[src/rtl/jjji_pkg.sv]
// Shared types and constants for the joystick joint jog integrator.
// No dependencies; imported by every module of the block.
package jjji_pkg;

    localparam int JOY_BITS_DEF = 12;
    localparam int ANG_W        = 12;
    localparam int CNT_W        = 8;
    localparam int THR_W        = 8;
    localparam int MODE_W       = 3;
    localparam int CFG_IDX_W    = 1;
    localparam int OUT_TDATA_W  = 96;

    localparam int JOY_GAIN     = 10;

    // joint limits, milliradians
    localparam int GRIP_LO  = 1400;
    localparam int GRIP_HI  = 2400;
    localparam int TURN_LO  = 10;
    localparam int TURN_HI  = 3140;
    localparam int SWING_LO = 785;
    localparam int SWING_HI = 2900;
    localparam int ARM_LO   = 0;
    localparam int ARM_HI   = 3140;

    localparam logic [THR_W-1:0] SPIN_THR_RST  = THR_W'(20);
    localparam logic [THR_W-1:0] RESET_THR_RST = THR_W'(5);

    // configuration register indexes
    localparam logic [CFG_IDX_W-1:0] REG_SPIN_THR  = 1'b0;
    localparam logic [CFG_IDX_W-1:0] REG_RESET_THR = 1'b1;

    typedef enum logic [MODE_W-1:0] {
        MODE_IDLE  = 3'd0,
        MODE_CLAW  = 3'd1,
        MODE_WRIST = 3'd2,
        MODE_ARM   = 3'd3,
        MODE_BASE  = 3'd4
    } t_mode;

    // per-word control for a hold counter
    typedef struct packed {
        logic press;   // count up, check threshold
        logic keep;    // not pressed, but hold the count
    } t_hold_ctl;

endpackage

[src/rtl/jjji_jog.sv]
// One joint setpoint: adds gain * stick sample and clamps to [LO, HI].
// Depends on jjji_pkg.
module jjji_jog #(
    parameter int JOY_BITS = jjji_pkg::JOY_BITS_DEF,
    parameter int LO       = jjji_pkg::ARM_LO,
    parameter int HI       = jjji_pkg::ARM_HI
) (
    input  logic                       i_clk,
    input  logic                       i_rst_n,
    input  logic                       i_en,
    input  logic signed [JOY_BITS-1:0] i_joy,
    output logic [jjji_pkg::ANG_W-1:0] o_angle
);
    import jjji_pkg::*;

    localparam int SUM_W = JOY_BITS + 6;
    localparam logic signed [SUM_W-1:0] LO_S = SUM_W'(LO);
    localparam logic signed [SUM_W-1:0] HI_S = SUM_W'(HI);

    logic [ANG_W-1:0]        r_angle;
    logic [ANG_W-1:0]        n_angle;
    logic signed [SUM_W-1:0] w_joy;
    logic signed [SUM_W-1:0] w_step;
    logic signed [SUM_W-1:0] w_sum;

    assign w_joy  = SUM_W'(i_joy);
    // x10 as x8 + x2
    assign w_step = (w_joy <<< 3) + (w_joy <<< 1);
    assign w_sum  = $signed({{(SUM_W-ANG_W){1'b0}}, r_angle}) + w_step;

    always_comb begin
        if (w_sum >= HI_S) begin
            n_angle = ANG_W'(HI);
        end else if (w_sum <= LO_S) begin
            n_angle = ANG_W'(LO);
        end else begin
            n_angle = w_sum[ANG_W-1:0];
        end
    end

    always_ff @(posedge i_clk) begin
        if (!i_rst_n) begin
            r_angle <= '0;
        end else if (i_en) begin
            r_angle <= n_angle;
        end
    end

    assign o_angle = r_angle;

endmodule

[src/rtl/jjji_hold.sv]
// Saturating hold counter with a sticky request flag.
// Depends on jjji_pkg.
module jjji_hold (
    input  logic                       i_clk,
    input  logic                       i_rst_n,
    input  logic                       i_en,
    input  jjji_pkg::t_hold_ctl        i_ctl,
    input  logic [jjji_pkg::THR_W-1:0] i_thresh,
    output logic                       o_flag
);
    import jjji_pkg::*;

    logic [CNT_W-1:0] r_cnt;
    logic [CNT_W-1:0] n_cnt;
    logic             r_flag;
    logic             n_flag;

    always_comb begin
        n_cnt  = r_cnt;
        n_flag = r_flag;
        if (i_ctl.press) begin
            // threshold compares against the count before this word
            if (CNT_W'(r_cnt) > CNT_W'(i_thresh)) begin
                n_flag = 1'b1;
            end
            if (r_cnt != '1) begin
                n_cnt = r_cnt + 1'b1;
            end
        end else if (!i_ctl.keep) begin
            n_cnt = '0;
        end
    end

    always_ff @(posedge i_clk) begin
        if (!i_rst_n) begin
            r_cnt  <= '0;
            r_flag <= 1'b0;
        end else if (i_en) begin
            r_cnt  <= n_cnt;
            r_flag <= n_flag;
        end
    end

    assign o_flag = r_flag;

endmodule

[src/rtl/joystick_joint_jog_integrator.sv]
// An accepted word waits in the input register and moves to the setpoint/result
// registers once the output can take it; one word per cycle while the output does
// not stall. The two registers form a two-stage pipeline with full back-pressure.
// Reset (i_rst_n low, synchronous): setpoints, mode, counters and flags to 0,
// thresholds to 20 and 5, both stages empty.
// Top level; depends on jjji_pkg, jjji_jog, jjji_hold.
module joystick_joint_jog_integrator #(
    parameter int JOY_BITS = jjji_pkg::JOY_BITS_DEF
) (
    input  logic                               i_clk,
    input  logic                               i_rst_n,
    input  logic                               i_cfg_wr_en,
    input  logic [jjji_pkg::CFG_IDX_W-1:0]     i_cfg_addr,
    input  logic [jjji_pkg::THR_W-1:0]         i_cfg_wdata,
    input  logic                               i_s_axis_tvalid,
    output logic                               o_s_axis_tready,
    // lx, ly, rx, ry (JOY_BITS each), key_one, key_two, key_three, key_four,
    // key_spin, key_reset_a, key_reset_b, zero fill
    input  logic [((4*JOY_BITS+7+7)/8)*8-1:0]  i_s_axis_tdata,
    output logic                               o_m_axis_tvalid,
    input  logic                               i_m_axis_tready,
    // claw_grip, claw_turn, wrist_turn, wrist_swing, upper_arm, fore_arm,
    // base_turn (12 each), active_mode (3), spin_request, reset_request, zero fill
    output logic [jjji_pkg::OUT_TDATA_W-1:0]   o_m_axis_tdata
);
    import jjji_pkg::*;

    localparam int IN_W = ((4*JOY_BITS+7+7)/8)*8;
    localparam int KEY0 = 4*JOY_BITS;

    logic              r_in_valid;
    logic [IN_W-1:0]   r_in_data;
    logic              r_out_valid;
    t_mode             r_mode;
    t_mode             n_mode;
    logic [THR_W-1:0]  r_spin_thr;
    logic [THR_W-1:0]  r_reset_thr;
    logic              w_adv;

    logic signed [JOY_BITS-1:0] w_lx, w_ly, w_rx, w_ry;
    logic w_k1, w_k2, w_k3, w_k4, w_k5, w_k6, w_k7;
    logic w_en_claw, w_en_wrist, w_en_arm, w_en_base;
    t_hold_ctl w_spin_ctl, w_reset_ctl;

    logic [ANG_W-1:0] w_grip, w_claw, w_wturn, w_swing, w_upper, w_fore, w_base;
    logic w_spin_flag, w_reset_flag;

    // pipeline handshake
    assign w_adv           = r_in_valid && (!r_out_valid || i_m_axis_tready);
    assign o_s_axis_tready = !r_in_valid || w_adv;
    assign o_m_axis_tvalid = r_out_valid;

    always_ff @(posedge i_clk) begin
        if (!i_rst_n) begin
            r_in_valid  <= 1'b0;
            r_out_valid <= 1'b0;
        end else begin
            if (o_s_axis_tready) begin
                r_in_valid <= i_s_axis_tvalid;
            end
            if (w_adv) begin
                r_out_valid <= 1'b1;
            end else if (i_m_axis_tready) begin
                r_out_valid <= 1'b0;
            end
        end
    end

    always_ff @(posedge i_clk) begin
        if (i_s_axis_tvalid && o_s_axis_tready) begin
            r_in_data <= i_s_axis_tdata;
        end
    end

    // config registers
    always_ff @(posedge i_clk) begin
        if (!i_rst_n) begin
            r_spin_thr  <= SPIN_THR_RST;
            r_reset_thr <= RESET_THR_RST;
        end else if (i_cfg_wr_en) begin
            unique case (i_cfg_addr)
                REG_SPIN_THR:  r_spin_thr  <= i_cfg_wdata;
                REG_RESET_THR: r_reset_thr <= i_cfg_wdata;
                default: ;
            endcase
        end
    end

    // field unpack
    assign w_lx = r_in_data[0*JOY_BITS +: JOY_BITS];
    assign w_ly = r_in_data[1*JOY_BITS +: JOY_BITS];
    assign w_rx = r_in_data[2*JOY_BITS +: JOY_BITS];
    assign w_ry = r_in_data[3*JOY_BITS +: JOY_BITS];
    assign w_k1 = r_in_data[KEY0];
    assign w_k2 = r_in_data[KEY0+1];
    assign w_k3 = r_in_data[KEY0+2];
    assign w_k4 = r_in_data[KEY0+3];
    assign w_k5 = r_in_data[KEY0+4];
    assign w_k6 = r_in_data[KEY0+5];
    assign w_k7 = r_in_data[KEY0+6];

    // priority key decode; keys one to three active high, four active low
    always_comb begin
        if (w_k1) begin
            n_mode = MODE_CLAW;
        end else if (w_k2) begin
            n_mode = MODE_WRIST;
        end else if (w_k3) begin
            n_mode = MODE_ARM;
        end else if (!w_k4) begin
            n_mode = MODE_BASE;
        end else begin
            n_mode = MODE_IDLE;
        end
    end

    always_comb begin
        w_en_claw  = 1'b0;
        w_en_wrist = 1'b0;
        w_en_arm   = 1'b0;
        w_en_base  = 1'b0;
        unique case (n_mode)
            MODE_CLAW:  w_en_claw  = w_adv;
            MODE_WRIST: w_en_wrist = w_adv;
            MODE_ARM:   w_en_arm   = w_adv;
            MODE_BASE:  w_en_base  = w_adv;
            default: ;
        endcase
    end

    always_ff @(posedge i_clk) begin
        if (!i_rst_n) begin
            r_mode <= MODE_IDLE;
        end else if (w_adv) begin
            r_mode <= n_mode;
        end
    end

    jjji_jog #(.JOY_BITS(JOY_BITS), .LO(GRIP_LO), .HI(GRIP_HI)) u_grip (
        .i_clk(i_clk), .i_rst_n(i_rst_n), .i_en(w_en_claw), .i_joy(w_lx), .o_angle(w_grip)
    );
    jjji_jog #(.JOY_BITS(JOY_BITS), .LO(TURN_LO), .HI(TURN_HI)) u_claw (
        .i_clk(i_clk), .i_rst_n(i_rst_n), .i_en(w_en_claw), .i_joy(w_rx), .o_angle(w_claw)
    );
    jjji_jog #(.JOY_BITS(JOY_BITS), .LO(TURN_LO), .HI(TURN_HI)) u_wturn (
        .i_clk(i_clk), .i_rst_n(i_rst_n), .i_en(w_en_wrist), .i_joy(w_lx), .o_angle(w_wturn)
    );
    jjji_jog #(.JOY_BITS(JOY_BITS), .LO(SWING_LO), .HI(SWING_HI)) u_swing (
        .i_clk(i_clk), .i_rst_n(i_rst_n), .i_en(w_en_wrist), .i_joy(w_rx), .o_angle(w_swing)
    );
    jjji_jog #(.JOY_BITS(JOY_BITS), .LO(ARM_LO), .HI(ARM_HI)) u_upper (
        .i_clk(i_clk), .i_rst_n(i_rst_n), .i_en(w_en_arm), .i_joy(w_ly), .o_angle(w_upper)
    );
    jjji_jog #(.JOY_BITS(JOY_BITS), .LO(ARM_LO), .HI(ARM_HI)) u_fore (
        .i_clk(i_clk), .i_rst_n(i_rst_n), .i_en(w_en_arm), .i_joy(w_ry), .o_angle(w_fore)
    );
    jjji_jog #(.JOY_BITS(JOY_BITS), .LO(TURN_LO), .HI(TURN_HI)) u_base (
        .i_clk(i_clk), .i_rst_n(i_rst_n), .i_en(w_en_base), .i_joy(w_rx), .o_angle(w_base)
    );

    // spin and reset keys are active low; reset_b released while reset_a is pressed holds the count
    assign w_spin_ctl.press  = !w_k5;
    assign w_spin_ctl.keep   = 1'b0;
    assign w_reset_ctl.press = !w_k6 && !w_k7;
    assign w_reset_ctl.keep  = !w_k6 && w_k7;

    jjji_hold u_spin_hold (
        .i_clk(i_clk), .i_rst_n(i_rst_n), .i_en(w_adv), .i_ctl(w_spin_ctl),
        .i_thresh(r_spin_thr), .o_flag(w_spin_flag)
    );
    jjji_hold u_reset_hold (
        .i_clk(i_clk), .i_rst_n(i_rst_n), .i_en(w_adv), .i_ctl(w_reset_ctl),
        .i_thresh(r_reset_thr), .o_flag(w_reset_flag)
    );

    // the state registers double as the result register
    assign o_m_axis_tdata = {7'b0, w_reset_flag, w_spin_flag, r_mode, w_base, w_fore,
                             w_upper, w_swing, w_wturn, w_claw, w_grip};

    a_ready_only_when_full: assert property (@(posedge i_clk) disable iff (!i_rst_n)
        !o_s_axis_tready |-> r_in_valid)
        else $error("input stalled with empty input register");

    a_spin_sticky: assert property (@(posedge i_clk) disable iff (!i_rst_n)
        w_spin_flag |=> w_spin_flag)
        else $error("spin request cleared without reset");

    a_reset_sticky: assert property (@(posedge i_clk) disable iff (!i_rst_n)
        w_reset_flag |=> w_reset_flag)
        else $error("reset request cleared without reset");

    a_spin_rise_on_adv: assert property (@(posedge i_clk) disable iff (!i_rst_n)
        $rose(w_spin_flag) |-> $past(w_adv))
        else $error("spin request set without a word");

    a_base_in_range: assert property (@(posedge i_clk) disable iff (!i_rst_n)
        (r_out_valid && r_mode == MODE_BASE) |->
            (w_base >= ANG_W'(TURN_LO) && w_base <= ANG_W'(TURN_HI)))
        else $error("base setpoint out of range after base jog");

endmodule
[config.mk]
export PLATFORM = sky130hd
export DESIGN_NAME = joystick_joint_jog_integrator
export DESIGN_NICKNAME = d
export VERILOG_FILES = /design/src/rtl/jjji_pkg.sv /design/src/rtl/jjji_jog.sv /design/src/rtl/jjji_hold.sv /design/src/rtl/joystick_joint_jog_integrator.sv
export SDC_FILE = /design/constraint.sdc
export NUM_CORES = 1
export LEC_CHECK = 0
export BUFFER_PORTS_ARGS = -buffer_cell sky130_fd_sc_hd__buf_2
export CORE_AREA = 2 2 213 215
export CTS_BUF_LIST = sky130_fd_sc_hd__clkbuf_4 sky130_fd_sc_hd__clkbuf_8
export CTS_CLUSTER_DIAMETER = 30
export CTS_CLUSTER_SIZE = 20
export DETAILED_ROUTE_END_ITERATION = 8
export DIE_AREA = 0 0 215 217
export PLACE_DENSITY = 0.47
export SLEW_MARGIN = 10
export SYNTH_ARGS = -nofsm -noshare
export SYNTH_HDL_FRONTEND = slang
export SYNTH_SLANG_ARGS = --single-unit
[constraint.sdc]
create_clock -name i_clk -period 4.4 [get_ports i_clk]
set_clock_uncertainty 0.2 [all_clocks]
set_input_delay 0.88 -clock i_clk [delete_from_list [all_inputs] [get_ports i_clk]]
set_output_delay 0.88 -clock i_clk [all_outputs]
set_load 0.01 [all_outputs]
==> results of run 1 <==
==> flip-flops by register name, indices dropped and copies added (netlist names), 3 cells and up <==
signal / cells
u_upper.o_angle: 11
u_grip.o_angle: 11
u_reset_hold.r_cnt: 8
u_spin_hold.r_cnt: 8
u_swing.o_angle: 12
r_mode: 3
r_reset_thr: 8
u_claw.o_angle: 11
r_in_data: 55
u_wturn.o_angle: 11
u_base.o_angle: 11
u_fore.o_angle: 11
r_spin_thr: 8
==> worst min-delay path by stage <==
stage / startpoint / to / depth (start not counted)
after global placement: u_spin_hold.o_flag / u_spin_hold.o_flag / 2
after global routing: i_s_axis_tdata[52] / r_in_data[52] / 1
after floorplan: u_spin_hold.o_flag / u_spin_hold.o_flag / 2
after CTS: i_s_axis_tdata[4] / r_in_data[4] / 1
final: u_spin_hold.o_flag / u_spin_hold.o_flag / 2
after detailed placement: u_spin_hold.o_flag / u_spin_hold.o_flag / 2
==> layout make-up <==
class,count,area share [%]
Clock buffer,17,1.411
Inverter,93,2.127
Clock inverter,15,1.011
Timing Repair Buffer,295,11.11
Tap cell,600,4.526
Sequential cell,172,24.08
Multi-Input combinational cell,1214,55.73
==> routing by layer <==
metal	track usage (%)	wire [um]	vias up
li1	-	-	6194
met1	23.70	19780	5722
met2	27.35	18310	235
met3	4.235	1769	49
met4	5.793	1027	2
met5	0	16	-
==> placed cells by master (no fill, tap or decap), types with 7 or more instances in the layout <==
master,Yosys,final
buf_2,1,153
buf_4,15,139
nand2_1,139,138
ha_1,144,127
nor2_1,123,120
dfxtp_1,117,117
a21oi_1,120,109
inv_1,93,91
o21ai_0,86,76
edfxtp_1,55,55
xnor2_1,54,46
nand3_1,37,36
a21o_1,35,35
xor2_1,36,32
o21a_1,26,25
o211ai_1,24,24
nor3_1,25,24
clkbuf_8,0,17
nand2b_1,17,16
nor2b_1,17,16
nand4_1,16,16
and2_1,16,15
a32o_1,15,15
a31oi_1,15,14
and3_1,16,13
a211oi_1,18,13
conb_1,1,13
ha_4,0,12
o21bai_1,11,11
a21oi_2,0,11
a211o_1,11,11
o31ai_1,13,11
o21ai_1,7,11
or3_1,10,10
a22o_1,10,10
fa_1,11,10
o211a_1,8,8
nor4_1,8,7
==> cells by family (layout without fill, tap and decap cells) <==
| family | Yosys count | in the layout | synth area share (%) |
|---|---|---|---|
| AO/OA/AOI/OAI | 490 | 490 | 26.11 |
| XOR/XNOR | 91 | 91 | 6.215 |
| adder cells (fa/ha/maj) | 155 | 155 | 15.40 |
| buffers and inverters | 137 | 420 | 4.356 |
| flip-flops | 172 | 172 | 30.43 |
| multiplexers | 5 | 5 | 0.4003 |
| other | 1 | 13 | 0.02857 |
| AND/OR/NAND/NOR | 460 | 460 | 17.06 |
==> tightest hold or removal path: stages, from the launching register on <==
cell	delay, ps
dfxtp_1	320
inv_1	40
a21oi_1	50
==> power by group <==
group          leakage [nW]  switching (mW)  internal, mW
combinational          5.49           0.994         0.811
sequential             1.49          0.0501          1.69
clock                 0.209           0.761         0.478
total                  7.19            1.80          2.98
==> stage by stage <==
step	setup TNS (ps)	power, mW
final	0	4.789
after global routing	-1225	5.107
after CTS	-69.10	4.689
after detailed placement	-3788	3.389
after global placement	-3488	3.380
after floorplan	0	2.838
==> what timing repair did <==
action	4_1_cts	5_1_grt
endpoints found under the setup margin	31	74
pin swaps	5	48
buffers inserted	2	20
resized for setup	13	103
==> out/qor.yml, run 1 <==
outcome:
  status: "finished clean"
timing:
  setup_viol: 0
  fmax_mhz: 233.9
  hold_slack_ps: 253.8
  hold_viol: 0
  rsz0062_at_grt: "yes"
  setup_slack_ps: 124.4
  period_minus_slack_ps: 4276
  period_share_pct: 97.17
  slew_violations: 0
  max_slew_margin_pct: 25.62
  worst_slew_pin_slew_ps: 1112
clock_tree:
  htree_levels: 4
  clockBufferDepth: 2
  clk_pin_slew_ps: 120
  numCtsBuffers: 17
  cts_tree: "yes"
  clock_latency_ps: 580
  cts_num_sinks: 172
  cts_hold_buf: 0
  cts_root_buffer: "clkbuf_8"
logic_synthesis:
  synth_area_leaders: "dfxtp_1, ha_1, edfxtp_1"
  ys_seq_area_share_pct: 30.43
  synth_largest_area_cell: "dfxtp_1"
  synth-seq-cells: 172
  netlist_area_sq_um: 13130
  ys_types: 96
  ys_warn_count: 0
  yosys.cell_count.top_type: "ha_1"
  async_flop_share_pct: 0
  yosys.area.top_type_share_pct: 17.84
  syn_inst: 1511
  synth_flop_cell: "dfxtp_1"
  synth.avg_cell_area_sq_um: 8.687
  ys_top_cells_by_count: "ha_1, nand2_1, nor2_1, a21oi_1, dfxtp_1"
  synth_edf_count: 55
critical_path:
  reg2reg_from: "r_in_data[26]"
  cp.arrival_ps: 4570
  cp-end-kind: "flip-flop"
  path_max_fanout: 5
  cp_slowest_cell: "or4_1"
  cpLargestDelayFamily: "compound AO/OA/AOI/OAI gates"
  critPathMaxStageDelay_ps: 530
  startpoint_type: "flip-flop"
  cp_cell_sequence: "ha_2, inv_1, fa_2, buf_4, xnor2_4, ha_2, o211a_1, a221oi_2, a22oi_2, a31o_1, and3_4, o21ai_4, buf_6, a2111oi_4, or4_1, o211a_1"
  crit_buf_inv: 3
  worstSetupPathType: "flip-flop to flip-flop"
  worst_ep_required_time_ps: 4690
  critPathLaunch: "r_in_data[26]"
  timing.rr.end: "u_claw.o_angle[1]"
  critical_path.endpoint: "u_claw.o_angle[1]"
  worst-r2r-setup-slack_ps: 120
  reg2regPathDepth: 16
  crit_cells: 16
floorplan:
  rows: 78
  num_io_pins: 168
  dieWidth_um: 215
  core_sq_um: 44700
  initial_utilization_pct: 29.37
  dieArea_sq_um: 46660
  die_y_um: 217
global_route:
  antenna_found_initial: 2
  grt_pass1_wl_um: 63680
  globalRouteOverflowTotal: 0
  grt_util_all_layers_pct: 17.50
  grt_pass1_vias: 11700
  grt_max_degree: 56
routing:
  num_vias: 12200
  drt-initial-drc-count: 661
  avgRoutedWirePerCell_um: 17.00
  ant_nets: 0
  vias_per_cell: 5.071
  drc: 0
  finalWirelength_um: 40900
  first_pass_iters: 5
placement:
  post_dp_cell_area_sq_um: 15370
  place_inst: 2352
  io_buffer_count: 153
  dpl.hpwl_um: 31510
  globalplace.congestion: 0.8474
  preCtsSetupSlack_ps: -238.0
layout:
  multi_input_area_sq_um: 9244
  final_cells: 2406
  fillerInstances: 4705
  final_core_util_pct: 37.11
  drive_above_1_share_pct: 25.19
  final_area_sq_um: 16590
  nets: 2018
  regArea_sq_um: 3994
  areaGrowthSynthToFinish_pct: 26.36
  num_antenna_cells: 0
pwr:
  max-vdd-ir-drop_mv: 0.1746
  leakage_nw: 7.189
  pwr_density_cell_nw_per_um2: 288.7
hold_path:
  hold_path_class: "flip-flop to flip-flop"
flow_run:
  max_cap_violations: 0
No activity file was read; power rests on OpenSTA's default activity.
==> run 2, diff against run 1 <==
--- a/config.mk
+++ b/config.mk
@@ -5,13 +5,14 @@
 export SDC_FILE = /design/constraint.sdc
 export NUM_CORES = 1
 export LEC_CHECK = 0
+export ABC_AREA = 1
 export BUFFER_PORTS_ARGS = -buffer_cell sky130_fd_sc_hd__buf_2
-export CORE_AREA = 2 2 213 215
+export CORE_AREA = 2 2 222 224
 export CTS_BUF_LIST = sky130_fd_sc_hd__clkbuf_4 sky130_fd_sc_hd__clkbuf_8
 export CTS_CLUSTER_DIAMETER = 30
 export CTS_CLUSTER_SIZE = 20
 export DETAILED_ROUTE_END_ITERATION = 8
-export DIE_AREA = 0 0 215 217
+export DIE_AREA = 0 0 224 226
 export PLACE_DENSITY = 0.47
 export SLEW_MARGIN = 10
 export SYNTH_ARGS = -nofsm -noshare
==> constraint.sdc (replaced) <==
create_clock -name i_clk -period 4.2 [get_ports i_clk]
set_clock_uncertainty 0.2 [all_clocks]
set_input_delay 0.84 -clock i_clk [delete_from_list [all_inputs] [get_ports i_clk]]
set_output_delay 0.84 -clock i_clk [all_outputs]
set_load 0.01 [all_outputs]
==> run 2 against run 1 <==
Total power is 4.5% higher; clock power decreased by 4%; highest routed layer unchanged; register-to-register slack improved by 40 ps; largest power group unchanged; setup slack improved by 42 ps; area after synthesis up 9.2%; count of clock-buffer cells in the layout grew 5; wire length grew 8.9%; maximum frequency rose by 6.0%; worst hold slack worse by 11 ps; design area up 4.4%; sequential share of layout area fell by 1.0 points.
==> out/qor.yml, run 2 <==
outcome:
  status: "finished clean"
floorplan:
  initial_utilization_pct: 29.65  # +0.28 points
  core_sq_um: 48340  # +8.2%
  num_io_pins: 168  # unchanged
  dieArea_sq_um: 50620  # +8.5%
  die_y_um: 226  # +4.1%
  dieWidth_um: 224  # +4.2%
  rows: 81  # +3.8%
clock_tree:
  numCtsBuffers: 17  # unchanged
  clock_latency_ps: 570  # about the same
  cts_num_sinks: 172  # unchanged
  htree_levels: 4  # unchanged
  cts_root_buffer: "clkbuf_8"
  clockBufferDepth: 2  # unchanged
  cts_tree: "yes"
  clk_pin_slew_ps: 100  # -20 ps
critical_path:
  worst_ep_required_time_ps: 4450  # -240 ps
  startpoint_type: "flip-flop"
  worstSetupPathType: "flip-flop to flip-flop"
  cp-end-kind: "flip-flop"
  cp.arrival_ps: 4280  # -290 ps
  reg2regPathDepth: 22  # +6
  worst-r2r-setup-slack_ps: 170  # +40 ps
  path_max_fanout: 5  # unchanged
  timing.rr.end: "u_grip.o_angle[7]"
  reg2reg_from: "r_in_data[3]"
logic_synthesis:
  yosys.cell_count.top_type: "nand2_1"
  yosys.area.top_type_share_pct: 16.34  # -1.5 points
  ys_warn_count: 0  # unchanged
  async_flop_share_pct: 0  # unchanged
  synth.avg_cell_area_sq_um: 6.787  # -22%
  synth_edf_count: 55  # unchanged
  synth_largest_area_cell: "dfxtp_1"
  synth_area_leaders: "dfxtp_1, nand2_1, ha_1"
  synth-seq-cells: 172  # unchanged
  netlist_area_sq_um: 14330  # +9.2%
  syn_inst: 2112  # +40%
  ys_top_cells_by_count: "nand2_1, inv_1, nor2_1, a21oi_1, nand3_1"
  ys_seq_area_share_pct: 27.86  # -2.6 points
  synth_flop_cell: "dfxtp_1"
  ys_types: 55  # -43%
layout:
  fillerInstances: 5246  # +11%
  final_common_cell: "nand2_1"
  final_cell_mix: "nand2_1, inv_1, nor2_1"
  drive_above_1_share_pct: 17.41  # -7.8 points
  nets: 2567  # +27%
  largest_register: "r_in_data"
  largest_reg_flops: 55  # unchanged
  areaGrowthSynthToFinish_pct: 20.75
pwr:
  max-vdd-ir-drop_mv: 0.1340  # -23%
  pwr_density_cell_nw_per_um2: 289.0  # about the same
  total_power_mw: 5.002  # +4.5%
  leakage_nw: 8.500  # +18%
global_route:
  globalRouteOverflowTotal: 0  # unchanged
  grt_util_all_layers_pct: 17.47  # -0.039 points
  grt_pass1_wl_um: 68630  # +7.8%
  antenna_found_initial: 2  # unchanged
  grt_max_degree: 44  # -21%
  grt_pass1_vias: 13270  # +13%
routing:
  vias_per_cell: 4.767  # -6.0%
  finalWirelength_um: 44540  # +8.9%
  drc: 0  # unchanged
  avgRoutedWirePerCell_um: 14.96  # -12%
  num_vias: 14200  # +16%
  ant_nets: 0  # unchanged
  drt-initial-drc-count: 732  # +11%
  first_pass_iters: 5  # unchanged
placement:
  globalplace.congestion: 0.8838  # +4.3%
  dpl.hpwl_um: 35200  # +12%
  io_buffer_count: 153  # unchanged
timing:
  slew_violations: 0  # unchanged
  fin_setup_tns_ps: 0  # unchanged
  fmax_mhz: 247.9  # +6.0%
  setup_viol: 0  # unchanged
  rsz0062_at_grt: "yes"
  period_share_pct: 96.05  # -1.1 points
  hold_viol: 0  # unchanged
  period_minus_slack_ps: 4034  # -241.6 ps
  worst_slew_pin_slew_ps: 736.1  # -375.5 ps
  max_slew_margin_pct: 50.63  # +25 points
hold_path:
  hp-start: "i_s_axis_tdata[4]"
  hold_path_class: "input port to flip-flop"
  min_path_cells: 1  # -1
  hold_end: "r_in_data[4]"
flow_run:
  max_cap_violations: 0  # unchanged
[run 2: per-stage QoR]
stage               instances  hold slack [ps]  instance area [sq um]  worst slack, ps  utilization (%)
floorplan                2124            230.4                  14380            488.2                -
global placement         2927            238.4                  16230           -110.5            33.57
detailed placement       2927            239.2                  16230           -112.4            33.57
CTS                      2960            171.3                  16640            1.996            34.41
global route             2978            183.3                  17310           -75.57            35.80
finish                   2978            243.0                  17310            166.0            35.80
[run 2: how the worst max path moves through the flow]
stage,startpoint,end,slack [ps]
CTS,r_in_data[26],u_base.o_angle[7],2
floorplan,r_in_data[25],u_base.o_angle[1],490
detailed placement,r_in_data[28],u_swing.o_angle[9],-110
global route,r_in_data[26],u_claw.o_angle[9],-80
global placement,r_in_data[28],u_swing.o_angle[4],-110
finish,r_in_data[3],u_grip.o_angle[7],170
[run 2: critical path, cell delays in order (launching register included)]
cell and delay, ps:
edfxtp_1 490, buf_4 160, inv_1 40, fa_1 410, inv_1 130, a21oi_2 100
nor2_1 100, nor2_1 50, xnor2_1 120, buf_4 150, ha_2 390, nand2_1 70
nor2_1 140, nand3_1 100, nand4_1 200, xnor2_1 140, nand3_1 190, nor2_1 200
nand3_1 160, nand2_1 150, nor2_4 60, nand3_1 80, a21oi_1 60
[run 2: timing repair]
item	4_1_cts	5_1_grt
pin swaps	1	30
gates cloned	1	3
gates resized for setup	6	118
setup endpoints to repair	30	77
hold buffers	0	0
setup buffers	0	14
[run 2: cells by family after synthesis]
| logic type | share of synthesized area (%) |
|---|---|
| other | 0.02616 |
| XOR/XNOR | 4.749 |
| AO/OA/AOI/OAI | 12.52 |
| flip-flops | 27.86 |
| buffers and inverters | 9.532 |
| AND/OR/NAND/NOR | 31.21 |
| adder cells (fa/ha/maj) | 14.11 |
[run 2: metal layers]
metal  track usage (%)  routed length (um)  part of all wire (%)
met1             22.20               20620                    46
met2             29.37               20980                    47
met3             3.656                1930                   4.3
met4             5.871                 992                   2.2
met5                 0                  13                 0.029
[run 2: final cells by class]
| class | count | area (sq um) | area share [%] |
|---|---|---|---|
| Timing Repair Buffer | 237 | 1429 | 8.256 |
| Tap cell | 622 | 778.2 | 4.497 |
| Clock buffer | 22 | 284.0 | 1.641 |
| Antenna cell | 1 | 2.502 | 0.01446 |
| Sequential cell | 172 | 3994 | 23.08 |
| Multi-Input combinational cell | 1613 | 9609 | 55.52 |
| Clock inverter | 10 | 80.08 | 0.4627 |
| Inverter | 301 | 1131 | 6.535 |
[run 2: power breakdown]
group          total, mW  switching, mW  internal (mW)
Sequential          1.84         0.0542           1.78
Combinational       1.98           1.23          0.745
Clock               1.19          0.719          0.470
==> run 3, diff against run 2 <==
--- a/config.mk
+++ b/config.mk
@@ -6,14 +6,14 @@
 export NUM_CORES = 1
 export LEC_CHECK = 0
 export ABC_AREA = 1
-export BUFFER_PORTS_ARGS = -buffer_cell sky130_fd_sc_hd__buf_2
 export CORE_AREA = 2 2 222 224
 export CTS_BUF_LIST = sky130_fd_sc_hd__clkbuf_4 sky130_fd_sc_hd__clkbuf_8
 export CTS_CLUSTER_DIAMETER = 30
 export CTS_CLUSTER_SIZE = 20
 export DETAILED_ROUTE_END_ITERATION = 8
 export DIE_AREA = 0 0 224 226
-export PLACE_DENSITY = 0.47
+export DONT_BUFFER_PORTS = 1
+export PLACE_DENSITY = 0.45
 export SLEW_MARGIN = 10
 export SYNTH_ARGS = -nofsm -noshare
 export SYNTH_HDL_FRONTEND = slang
==> run 3 against run 2 <==
Sequential share of layout area increased by 0.72 points; worst hold slack got worse by 82 ps; critical path depth increased by 3; utilization decreased by 1.1 points; combinational power about the same; wire length decreased by 1.1%; clock power increased by 18%; critical path type unchanged; first-iteration DRC count decreased by 0.55%; sequential power about the same; via count decreased by 4.2%.
==> out/qor.yml, run 3 (same netlist as run 2, synthesis figures left out) <==
outcome:
  status: "finished clean"
layout:
  largest_register: "r_in_data"
  nets: 2422  # -5.6%
  final_common_cell: "nand2_1"
  fillerInstances: 5153  # -1.8%
  areaGrowthSynthToFinish_pct: 17.10
  final_cell_mix: "nand2_1, inv_1, nor2_1"
  largest_reg_flops: 55  # unchanged
  drive_above_1_share_pct: 12.40  # -5.0 points
floorplan:
  dieWidth_um: 224  # unchanged
  core_sq_um: 48340  # unchanged
  num_io_pins: 168  # unchanged
  rows: 81  # unchanged
  die_y_um: 226  # unchanged
  dieArea_sq_um: 50620  # unchanged
  initial_utilization_pct: 29.65  # unchanged
placement:
  dpl.hpwl_um: 34950  # -0.71%
  preCtsSetupSlack_ps: -259.2  # -146.8 ps
  io_buffer_count: 0  # -100%
  globalplace.congestion: 0.8728  # -1.2%
pwr:
  pwr_density_cell_nw_per_um2: 310.4  # +7.4%
  total_power_mw: 5.209  # +4.1%
  max-vdd-ir-drop_mv: 0.2080  # +55%
  leakage_nw: 7.879  # -7.3%
global_route:
  antenna_found_initial: 5  # +3
  grt_pass1_wl_um: 69060  # +0.62%
  grt_max_degree: 45  # +2.3%
  grt_util_all_layers_pct: 17.60  # +0.13 points
  globalRouteOverflowTotal: 0  # unchanged
  grt_pass1_vias: 12960  # -2.4%
clock_tree:
  clockBufferDepth: 2  # unchanged
  cts_root_buffer: "clkbuf_8"
  clock_latency_ps: 570  # about the same
  clk_pin_slew_ps: 110  # about the same
  cts_num_sinks: 172  # unchanged
  numCtsBuffers: 17  # unchanged
  htree_levels: 4  # unchanged
  cts_hold_buf: 0  # unchanged
  cts_tree: "yes"
hold_path:
  hold_path_class: "input port to flip-flop"
routing:
  drc: 0  # unchanged
  finalWirelength_um: 44060  # -1.1%
  avgRoutedWirePerCell_um: 15.53  # +3.9%
  vias_per_cell: 4.797  # +0.61%
  ant_nets: 0  # unchanged
  first_pass_iters: 5  # unchanged
  num_vias: 13600  # -4.2%
  drt-initial-drc-count: 728  # -0.55%
timing:
  fmax_mhz: 248.6  # +0.30%
  setup_slack_ps: 178.0  # +12.01 ps
  period_share_pct: 95.76  # -0.29 points
  period_minus_slack_ps: 4022  # -12.01 ps
  setup_viol: 0  # unchanged
  worst_slew_pin_slew_ps: 802.3  # +66.20 ps
  max_slew_margin_pct: 46.44  # -4.2 points
  slew_violations: 0  # unchanged
  rsz0062_at_grt: "yes"
  hold_viol: 0  # unchanged
  fin_setup_tns_ps: 0  # unchanged
critical_path:
  startpoint_type: "flip-flop"
  worst_ep_required_time_ps: 4450  # about the same
  worstSetupPathType: "flip-flop to flip-flop"
  cp.arrival_ps: 4280  # about the same
  path_max_fanout: 5  # unchanged
  cp-end-kind: "flip-flop"
flow_run:
  max_cap_violations: 0  # unchanged
[run 3: worst paths after layout]
| path | startpoint | endpoint | slack, ps | depth (start not counted) |
|---|---|---|---|---|
| hold / removal | i_s_axis_tdata[28] | r_in_data[28] | 160 | 0 |
| setup / recovery | r_in_data[26] | u_claw.o_angle[11] | 180 | 25 |
| setup reg to reg | r_in_data[26] | u_claw.o_angle[11] | 180 | 25 |
| hold reg to reg | r_reset_thr[4] | r_reset_thr[4] | 270 | 2 |
[run 3: layout make-up]
class	count	area [sq um]	share of cell area [%]
inverters	301	1132	6.746
diodes	4	10.01	0.05963
multi-input cells	1611	9638	57.42
flip-flops and latches	172	3994	23.79
clock inverters	14	206.4	1.230
clock buffers	18	241.5	1.439
well taps	622	778.2	4.637
repair buffers	94	784.5	4.674
[run 3: stage by stage]
step | cells | util (%) | instance area (sq um) | hold WS, ps
after global placement | 2781 | 32.10 | 15520 | 252.2
after detailed placement | 2781 | 32.10 | 15520 | 254.1
final | 2836 | 34.72 | 16780 | 160.6
after floorplan | 2124 | - | 14380 | 230.4
after CTS | 2817 | 33.22 | 16060 | 83.19
after global routing | 2835 | 34.72 | 16780 | 103.2
[run 3: layer usage]
metal  wire [um]  GRT usage (%)  vias up
met4         783          6.323        0
met1       20140          21.82     6240
met3        2304          4.918       39
li1            -              -     7108
met5           0              0        -
met2       20830          29.13      216
[run 3: power by group]
group          internal [mW]  switching (mW)
clock network          0.669           0.744
registers               1.78          0.0697
logic                  0.736            1.21
total                   3.19            2.02
[run 3: repair_timing]
| action | in CTS | in global routing |
|---|---|---|
| gates resized for setup | 10 | 123 |
| cloned | 0 | 2 |
| setup endpoints to repair | 34 | 73 |
| setup buffers | 4 | 13 |
| pin swaps | 5 | 34 |
[run 3: critical path, cell delays in order (launching register included)]
cell and delay, ps:
edfxtp_1 370, ha_2 180, inv_1 60, fa_2 350, inv_2 90, a31oi_4 80
o21ai_2 210, a31oi_2 140, xor2_2 200, buf_6 140, ha_4 240, nand2_1 90
inv_1 60, a21oi_2 120, nand2_1 70, nor2_2 140, buf_6 120, nand3_1 90
nand2_2 80, nand3_1 80, nor2_1 120, nand3_2 100, a21oi_4 230, clkbuf_16 190
buf_4 100, a21oi_1 60
